$ cat src/hw/rtl/fdrf_pkg.sv
// ----------------------------------------------------------------------------
// fdrf_pkg
// Shared constants, types and helpers of the frame dirty rectangle finder.
// ----------------------------------------------------------------------------
package fdrf_pkg;

    localparam int unsigned MAX_ROW_WORDS = 4096;
    localparam int unsigned MAX_ROWS      = 4096;

    // word width
    localparam int unsigned WORD_W = 32;
    // position counters hold 0 .. MAX - 1
    localparam int unsigned CNT_W  = $clog2(MAX_ROW_WORDS > MAX_ROWS ? MAX_ROW_WORDS : MAX_ROWS);
    // sizes hold 0 .. MAX
    localparam int unsigned SIZE_W = CNT_W + 1;
    // column edges in pixels, after the pixel shift
    localparam int unsigned EDGE_W = SIZE_W + 1;

    localparam logic [SIZE_W-1:0] MAX_W_SIZE = SIZE_W'(MAX_ROW_WORDS);
    localparam logic [SIZE_W-1:0] MAX_H_SIZE = SIZE_W'(MAX_ROWS);

    // configuration register indexes
    localparam int unsigned CFG_IDX_W = 2;
    typedef enum logic [CFG_IDX_W-1:0] {
        CFG_ROW_WORDS   = 2'd0,
        CFG_FRAME_ROWS  = 2'd1,
        CFG_PIXEL_SHIFT = 2'd2
    } cfg_index_t;

    localparam logic [SIZE_W-1:0] ROW_WORDS_RESET  = SIZE_W'(1024);
    localparam logic [SIZE_W-1:0] FRAME_ROWS_RESET = SIZE_W'(768);

    // tracker status for the word currently presented
    typedef struct packed {
        logic frame_end;   // this word closes the frame
        logic emit;        // closing a frame that had a change
    } trk_status_t;

    // rectangle in pixels (columns) and rows
    typedef struct packed {
        logic [EDGE_W-1:0] left;
        logic [SIZE_W-1:0] top;
        logic [EDGE_W-1:0] right;
        logic [SIZE_W-1:0] bottom;
    } rect_t;

    // zero taken as one, oversize taken as the maximum
    function automatic logic [SIZE_W-1:0] clamp_size(input logic [SIZE_W-1:0] v,
                                                     input logic [SIZE_W-1:0] maxv);
        logic [SIZE_W-1:0] r;
        if (v == '0) begin
            r = SIZE_W'(1);
        end else if (v > maxv) begin
            r = maxv;
        end else begin
            r = v;
        end
        return r;
    endfunction

endpackage

$ cat src/hw/rtl/frame_dirty_rect_finder_unit.sv
// ----------------------------------------------------------------------------
// frame_dirty_rect_finder_unit
// Bounding box of the changed words of a frame, streamed as word pairs.
// ----------------------------------------------------------------------------
//
//  channel   dir  handshake          payload
//  s_*       in   s_valid/s_ready    s_reference_word, s_current_word
//  m_*       out  m_valid/m_ready    m_dirty_left/top/right/bottom
//  cfg_*     in   cfg_wr_en          cfg_index, cfg_data
//
//  one beat per cycle sustained, save for the stall below; an accepted beat
//  passes the input register, then the tracker, into the result register
//  only the frame's last beat can produce a result, and only if a change was seen
//  a stalled result blocks the input stage only when the next beat also
//  closes a changed frame; all other beats keep flowing
//  synchronous active-low reset restores register defaults and a fresh frame
//
module frame_dirty_rect_finder_unit
    import fdrf_pkg::*;
(
    input  logic                 aclk,
    input  logic                 aresetn,
    // input beats
    input  logic                 s_valid,
    output logic                 s_ready,
    input  logic [WORD_W-1:0]    s_reference_word,
    input  logic [WORD_W-1:0]    s_current_word,
    // result beats
    output logic                 m_valid,
    input  logic                 m_ready,
    output logic [EDGE_W-1:0]    m_dirty_left,
    output logic [SIZE_W-1:0]    m_dirty_top,
    output logic [EDGE_W-1:0]    m_dirty_right,
    output logic [SIZE_W-1:0]    m_dirty_bottom,
    // configuration writes
    input  logic                 cfg_wr_en,
    input  logic [CFG_IDX_W-1:0] cfg_index,
    input  logic [SIZE_W-1:0]    cfg_data
);

    // configuration registers
    logic [SIZE_W-1:0] row_words_reg;
    logic [SIZE_W-1:0] frame_rows_reg;
    logic              pixel_shift_reg;

    always_ff @(posedge aclk) begin
        if (!aresetn) begin
            row_words_reg   <= ROW_WORDS_RESET;
            frame_rows_reg  <= FRAME_ROWS_RESET;
            pixel_shift_reg <= 1'b0;
        end else if (cfg_wr_en) begin
            unique case (cfg_index)
                CFG_ROW_WORDS:   row_words_reg   <= cfg_data;
                CFG_FRAME_ROWS:  frame_rows_reg  <= cfg_data;
                CFG_PIXEL_SHIFT: pixel_shift_reg <= cfg_data[0];
                default: ;  // unknown index, write dropped
            endcase
        end
    end

    // input register stage
    logic              s1_valid_reg;
    logic [WORD_W-1:0] s1_ref_reg;
    logic [WORD_W-1:0] s1_cur_reg;
    logic              s1_advance;
    logic              out_free;
    trk_status_t       trk_status;
    rect_t             trk_rect;

    // result slot is free if empty or being drained this cycle
    assign out_free   = !m_valid || m_ready;
    // beats with no result never wait on the output side
    assign s1_advance = s1_valid_reg && (!trk_status.emit || out_free);
    assign s_ready    = !s1_valid_reg || s1_advance;

    always_ff @(posedge aclk) begin
        if (!aresetn) begin
            s1_valid_reg <= 1'b0;
        end else if (s_ready) begin
            s1_valid_reg <= s_valid;
        end
    end

    always_ff @(posedge aclk) begin
        if (s_valid && s_ready) begin
            s1_ref_reg <= s_reference_word;
            s1_cur_reg <= s_current_word;
        end
    end

    // position counters and bounding box
    fdrf_frame_tracker u_tracker (
        .aclk        (aclk),
        .aresetn     (aresetn),
        .step        (s1_advance),
        .diff        (s1_ref_reg != s1_cur_reg),
        .row_words   (row_words_reg),
        .frame_rows  (frame_rows_reg),
        .pixel_shift (pixel_shift_reg),
        .status      (trk_status),
        .rect        (trk_rect)
    );

    // result register
    logic  m_valid_reg;
    rect_t m_rect_reg;
    logic  load_out;

    assign load_out = s1_advance && trk_status.emit;

    always_ff @(posedge aclk) begin
        if (!aresetn) begin
            m_valid_reg <= 1'b0;
        end else if (load_out) begin
            m_valid_reg <= 1'b1;
        end else if (m_ready) begin
            m_valid_reg <= 1'b0;
        end
    end

    always_ff @(posedge aclk) begin
        if (load_out) begin
            m_rect_reg <= trk_rect;
        end
    end

    assign m_valid        = m_valid_reg;
    assign m_dirty_left   = m_rect_reg.left;
    assign m_dirty_top    = m_rect_reg.top;
    assign m_dirty_right  = m_rect_reg.right;
    assign m_dirty_bottom = m_rect_reg.bottom;

    // a held input beat keeps its words until the tracker takes it
    a_s1_hold: assert property (@(posedge aclk) disable iff (!aresetn)
        s1_valid_reg && !s1_advance |=> s1_valid_reg && $stable(s1_ref_reg) &&
                                        $stable(s1_cur_reg))
        else $error("input stage lost a held beat");

    // a new result never overwrites one still waiting
    a_no_overwrite: assert property (@(posedge aclk) disable iff (!aresetn)
        load_out && m_valid_reg |-> m_ready)
        else $error("result register overwritten while stalled");

endmodule

$ cat src/hw/rtl/fdrf_frame_tracker.sv
// ----------------------------------------------------------------------------
// fdrf_frame_tracker
// Raster position counters, bounding box of changed words and rectangle math.
// ----------------------------------------------------------------------------
module fdrf_frame_tracker
    import fdrf_pkg::*;
(
    input  logic              aclk,
    input  logic              aresetn,
    input  logic              step,
    input  logic              diff,
    input  logic [SIZE_W-1:0] row_words,
    input  logic [SIZE_W-1:0] frame_rows,
    input  logic              pixel_shift,
    output trk_status_t       status,
    output rect_t             rect
);

    logic [CNT_W-1:0] col_reg, row_reg;
    logic [CNT_W-1:0] min_col_reg, max_col_reg, min_row_reg, max_row_reg;
    logic             any_reg;

    logic [CNT_W-1:0] min_col_next, max_col_next, min_row_next, max_row_next;
    logic             any_next;
    logic [SIZE_W-1:0] w_eff, h_eff;
    logic [SIZE_W-1:0] col_inc, row_inc;
    logic              row_end;
    logic [CNT_W-1:0]  left_w, top_w;
    logic [SIZE_W-1:0] right_w, bottom_w;

    assign w_eff = clamp_size(row_words, MAX_W_SIZE);
    assign h_eff = clamp_size(frame_rows, MAX_H_SIZE);

    // box including the word presented now
    always_comb begin
        min_col_next = min_col_reg;
        max_col_next = max_col_reg;
        min_row_next = min_row_reg;
        max_row_next = max_row_reg;
        if (diff) begin
            if (!any_reg) begin
                min_col_next = col_reg;
                max_col_next = col_reg;
                min_row_next = row_reg;
                max_row_next = row_reg;
            end else begin
                if (col_reg < min_col_reg) min_col_next = col_reg;
                if (col_reg > max_col_reg) max_col_next = col_reg;
                if (row_reg < min_row_reg) min_row_next = row_reg;
                if (row_reg > max_row_reg) max_row_next = row_reg;
            end
        end
    end

    assign any_next = any_reg | diff;

    assign col_inc = {1'b0, col_reg} + SIZE_W'(1);
    assign row_inc = {1'b0, row_reg} + SIZE_W'(1);
    assign row_end = col_inc >= w_eff;

    assign status.frame_end = row_end && (row_inc >= h_eff);
    assign status.emit      = status.frame_end && any_next;

    // widen by one, clamp, then convert columns to pixels
    always_comb begin
        left_w   = (min_col_next == '0) ? '0 : min_col_next - CNT_W'(1);
        top_w    = (min_row_next == '0) ? '0 : min_row_next - CNT_W'(1);
        right_w  = {1'b0, max_col_next} + SIZE_W'(1);
        bottom_w = {1'b0, max_row_next} + SIZE_W'(1);
        if (right_w > w_eff) right_w = w_eff;
        if (bottom_w > h_eff) bottom_w = h_eff;
        rect.left   = {2'b00, left_w} << pixel_shift;
        rect.top    = {1'b0, top_w};
        rect.right  = {1'b0, right_w} << pixel_shift;
        rect.bottom = bottom_w;
    end

    always_ff @(posedge aclk) begin
        if (!aresetn) begin
            col_reg     <= '0;
            row_reg     <= '0;
            min_col_reg <= '0;
            max_col_reg <= '0;
            min_row_reg <= '0;
            max_row_reg <= '0;
            any_reg     <= 1'b0;
        end else if (step) begin
            if (status.frame_end) begin
                col_reg     <= '0;
                row_reg     <= '0;
                min_col_reg <= '0;
                max_col_reg <= '0;
                min_row_reg <= '0;
                max_row_reg <= '0;
                any_reg     <= 1'b0;
            end else begin
                if (row_end) begin
                    col_reg <= '0;
                    row_reg <= row_reg + CNT_W'(1);
                end else begin
                    col_reg <= col_reg + CNT_W'(1);
                end
                min_col_reg <= min_col_next;
                max_col_reg <= max_col_next;
                min_row_reg <= min_row_next;
                max_row_reg <= max_row_next;
                any_reg     <= any_next;
            end
        end
    end

    a_frame_end_clears: assert property (@(posedge aclk) disable iff (!aresetn)
        step && status.frame_end |=> col_reg == '0 && row_reg == '0 && !any_reg)
        else $error("tracker state not cleared after frame end");

    a_box_ordered: assert property (@(posedge aclk) disable iff (!aresetn)
        any_reg |-> min_col_reg <= max_col_reg && min_row_reg <= max_row_reg)
        else $error("bounding box edges out of order");

    a_idle_box_zero: assert property (@(posedge aclk) disable iff (!aresetn)
        !any_reg |-> min_col_reg == '0 && max_col_reg == '0 &&
                     min_row_reg == '0 && max_row_reg == '0)
        else $error("box holds data while no change seen");

endmodule
$ cat config.mk
export PLATFORM = sky130hd
export DESIGN_NAME = frame_dirty_rect_finder_unit
export DESIGN_NICKNAME = d
export VERILOG_FILES = /design/src/hw/rtl/fdrf_pkg.sv /design/src/hw/rtl/frame_dirty_rect_finder_unit.sv /design/src/hw/rtl/fdrf_frame_tracker.sv
export SDC_FILE = /design/constraint.sdc
export NUM_CORES = 1
export LEC_CHECK = 0
export ABC_AREA = 1
export BUFFER_PORTS_ARGS = -buffer_cell sky130_fd_sc_hd__buf_2
export CORE_MARGIN = 5
export CORE_UTILIZATION = 54
export CTS_CLUSTER_DIAMETER = 40
export DETAILED_ROUTE_END_ITERATION = 16
export GPL_TIMING_DRIVEN = 0
export HOLD_SLACK_MARGIN = 0.08
export PLACE_DENSITY_LB_ADDON = 0.1
export SLEW_MARGIN = 20
export SYNTH_ARGS = -nofsm -noshare
export SYNTH_HDL_FRONTEND = slang
export SYNTH_SLANG_ARGS = --single-unit
$ cat constraint.sdc
create_clock -name aclk -period 5.76 [get_ports aclk]
set_input_delay 0.864 -clock aclk [delete_from_list [all_inputs] [get_ports aclk]]
set_output_delay 0.864 -clock aclk [all_outputs]
set_load 0.005 [all_outputs]
==> summary.md <==
| Metric | Value |
|---|---|
| Largest vdd supply drop | 238 µV |
| Residual overflow from global routing | 0 |
| Overall power | 4.94 mW |
| Number of antenna violations at the first check in global routing | 0 |
| Yosys synthesis warning count | 0 |
| DRC Markers | 0 |
| Pwr Density | 310 nW/µm² |
| Pin count of the biggest net entering global routing | 54 |
| Final Wtd Congestion | 0.975 |
| Final non-filler cell area | 15900 µm² |
| Overall via count from detail_route | 11800 |
| CTS Hold Buffers Added | 0 |
| Sequential Area | 5530 µm² |
| Final period demand of the worst path | 5.27 ns |
| Post-Route Utilization | 63.8% |
| Number of vias per cell | 5.29 |
| Arrival time reported for the critical path endpoint | 5.51 ns |
| Worst setup timing slack at the placement stage | 0.310 ns |
| Starting density of the core | 54.3% |
| CTS Buf Count | 37 |
| # IOs | 140 |
| Fillcell total | 2199 |
| Layout-stage area growth over the synthesis result | 17.7% |
| Cells taking the most area after synthesis | edfxtp_1 (26%), dfxtp_1 (15%), nand2_1 (12%) |
| Post-synth top cells | nand2_1 (450), inv_1 (183), nand3_1 (118) |
| Clock sinks | 218 |
| Die outline area | 28300 µm² |
| Slew at the pin with the worst max-slew slack | 0.748 ns |
| Most used standard cell by instance count after synthesis | nand2_1 |
| Clk Tree Root Cell | clkbuf_16 |
| Sequential cell area fraction in the yosys report | 40.8% |
| Post-layout nets | 2050 |
| Number of antenna repair diodes | 0 |
| Kind of critical path | flip-flop to flip-flop |
| Largest area contributor in the netlist | edfxtp_1 |
| Cell with the largest stage delay on the worst path | dfxtp_1 |
| DRT Wirelength | 34000 µm |
| Peak fanout along the critical path | 10 |
| Clock edge transition at the registers on the reported setup and hold paths | 0.06 ns |
| Final number of hold-violating endpoints | 0 |
| Via count of the first global-routing pass | 11200 |
| Leak | 7.07 nW |
| Number of synthesized flops with an enable pin | 116 |
| Number of violations of the max-capacitance limit | 0 |
| Asr flop ratio synth | 0% |
| Buffer depth of the longest clock path | 3 |
| Result of the run | complete, no violations |
| Required time of the critical path | 6.00 ns |
| Post-detailed-placement cell area | 14700 µm² |
| Type of element capturing the critical path | flip-flop |
| Multi-input logic area | 6990 µm² |
| Initial DRC count | 640 |
| Seq cells post-synth | 218 |
| Final setup margin | 0.494 ns |
| Type of origin of the critical path | flip-flop |
| Number of buffer cells added on primary ports | 136 |
| Final setup skew | 0.0155 ns |
| GRT Resource Usage Total | 23.8% |
| Class of the tightest hold or removal check | flip-flop to flip-flop |
| Routed length per placed instance | 15.3 µm |
| Reg2reg setup slack | 0.49 ns |
| Number of placement rows | 58 |
| Post-Synthesis Mean Instance Area | 8.04 µm² |
| Count of TritonRoute iterations in the first routing pass | 5 |
| Max Slew Vio Count | 0 |
| Setup violations, final | 0 |
| Width of the die | 168 µm |
| H-tree level count | 2 |
| Post-detailed-placement half-perimeter wirelength | 25900 µm |
| Layout cells sized above 1 | 18.2% |
| Core area | 25000 µm² |
| TritonCTS clock tree | built |
| Setup repair after global routing missed its margin | no |
| Most used flip-flop cell after synthesis | edfxtp_1 |
| ANT nets after route | 0 |
| First-pass GRT wire length | 55400 µm |
| Netlist Area Pre-Place | 13500 µm² |
| Post-Synthesis Cells | 1684 |
| Area share of the largest cell type after synthesis | 25.7% |
| Post-route clock period utilization | 91.4% |
| Die Height | 168 µm |
| Slew HR | 50.2% |
| Max Clock Freq | 190 MHz |
| Maximum single-stage delay on the critical path | 0.51 ns |
| Clock insertion delay at the later pin of the skew report | 0.52 ns |
| Library cells used by synthesis | 60 |
-- power breakdown --
part | total [mW] | leakage, nW | switching, mW | internal (mW)
combinational | 1.01 | 4.56 | 0.636 | 0.371
clock | 2.16 | 0.591 | 0.846 | 1.31
sequential | 1.78 | 1.92 | 0.0479 | 1.73
-- placed cells by master (no fill, tap or decap), drive strengths merged, types with 13 or more instances in the layout --
cell type  count
nor2         136
nor3          13
inv          205
nand2        490
clkbuf        63
o21ai         98
xor2          20
xnor2         26
a21oi        110
edfxtp       116
buf          163
ha           104
dfxtp        102
nand3        122
nand4         45
-- final timing paths --
check	startpoint	endpoint	cells after the start
max	u_tracker.row_reg[0]$_SDFFE_PN0P_	m_dirty_bottom[2]$_DFFE_PP_	31
min	u_tracker.max_row_reg[11]$_SDFFE_PN0P_	u_tracker.max_row_reg[11]$_SDFFE_PN0P_	2
max reg2reg	u_tracker.row_reg[0]$_SDFFE_PN0P_	m_dirty_bottom[2]$_DFFE_PP_	31
min reg2reg	u_tracker.max_row_reg[11]$_SDFFE_PN0P_	u_tracker.max_row_reg[11]$_SDFFE_PN0P_	2
-- layout make-up --
| cell class | count | share of cell area [%] |
|---|---|---|
| Clock buffer | 38 | 5.83 |
| Timing Repair Buffer | 138 | 4.57 |
| Inverter | 194 | 4.59 |
| Multi-Input combinational cell | 1223 | 43.9 |
| Clock inverter | 30 | 1.90 |
| Sequential cell | 218 | 34.7 |
| Tap cell | 330 | 2.59 |
| Buffer | 50 | 1.96 |
-- metrics by stage --
stage	hold WS [ns]	setup TNS [ns]	std cells
finish	0.463	0	2221
global route	0.479	0	2221
CTS	0.461	0	2221
detailed placement	0.452	0	2153
global placement	0.448	-9.27	2151
floorplan	0.440	0	1685
-- metal layers --
metal	part of all wire [%]	wire [µm]	global-route usage [%]	vias up
met1	46	15600	32.7	5339
met4	2.3	781	6.95	0
met5	0	0	0	-
met2	45	15200	38.5	364
li1	-	-	-	5990
met3	7.0	2390	4.41	63
-- worst max-delay path: cells and delay by family, from the launching register on --
family | cells | cell delay [ns]
and+or+nand+nor | 12 | 1.42
AOI/OAI and AO/OA | 9 | 1.23
buffers and inverters | 7 | 1.05
adders and majority gates | 3 | 0.77
DFF | 1 | 0.51
-- repair_timing --
item / 4_1_cts / 5_1_grt
hold endpoints to repair: 0 / 0
setup endpoints to repair: 0 / 10
setup buffers: 0 / 0
gates resized for setup: 0 / 3
-- cell families after synthesis --
family / after synthesis / synth area share [%]
DFF: 218 / 40.8
and+or+nand+nor: 831 / 28.5
AOI/OAI and AO/OA: 238 / 10.2
adders and majority gates: 104 / 9.61
muxes: 2 / 0.148
xor gates and xnor gates: 46 / 2.97
other: 1 / 0.0277
buffers and inverters: 244 / 7.68
(Power assumes the default switching activity.)
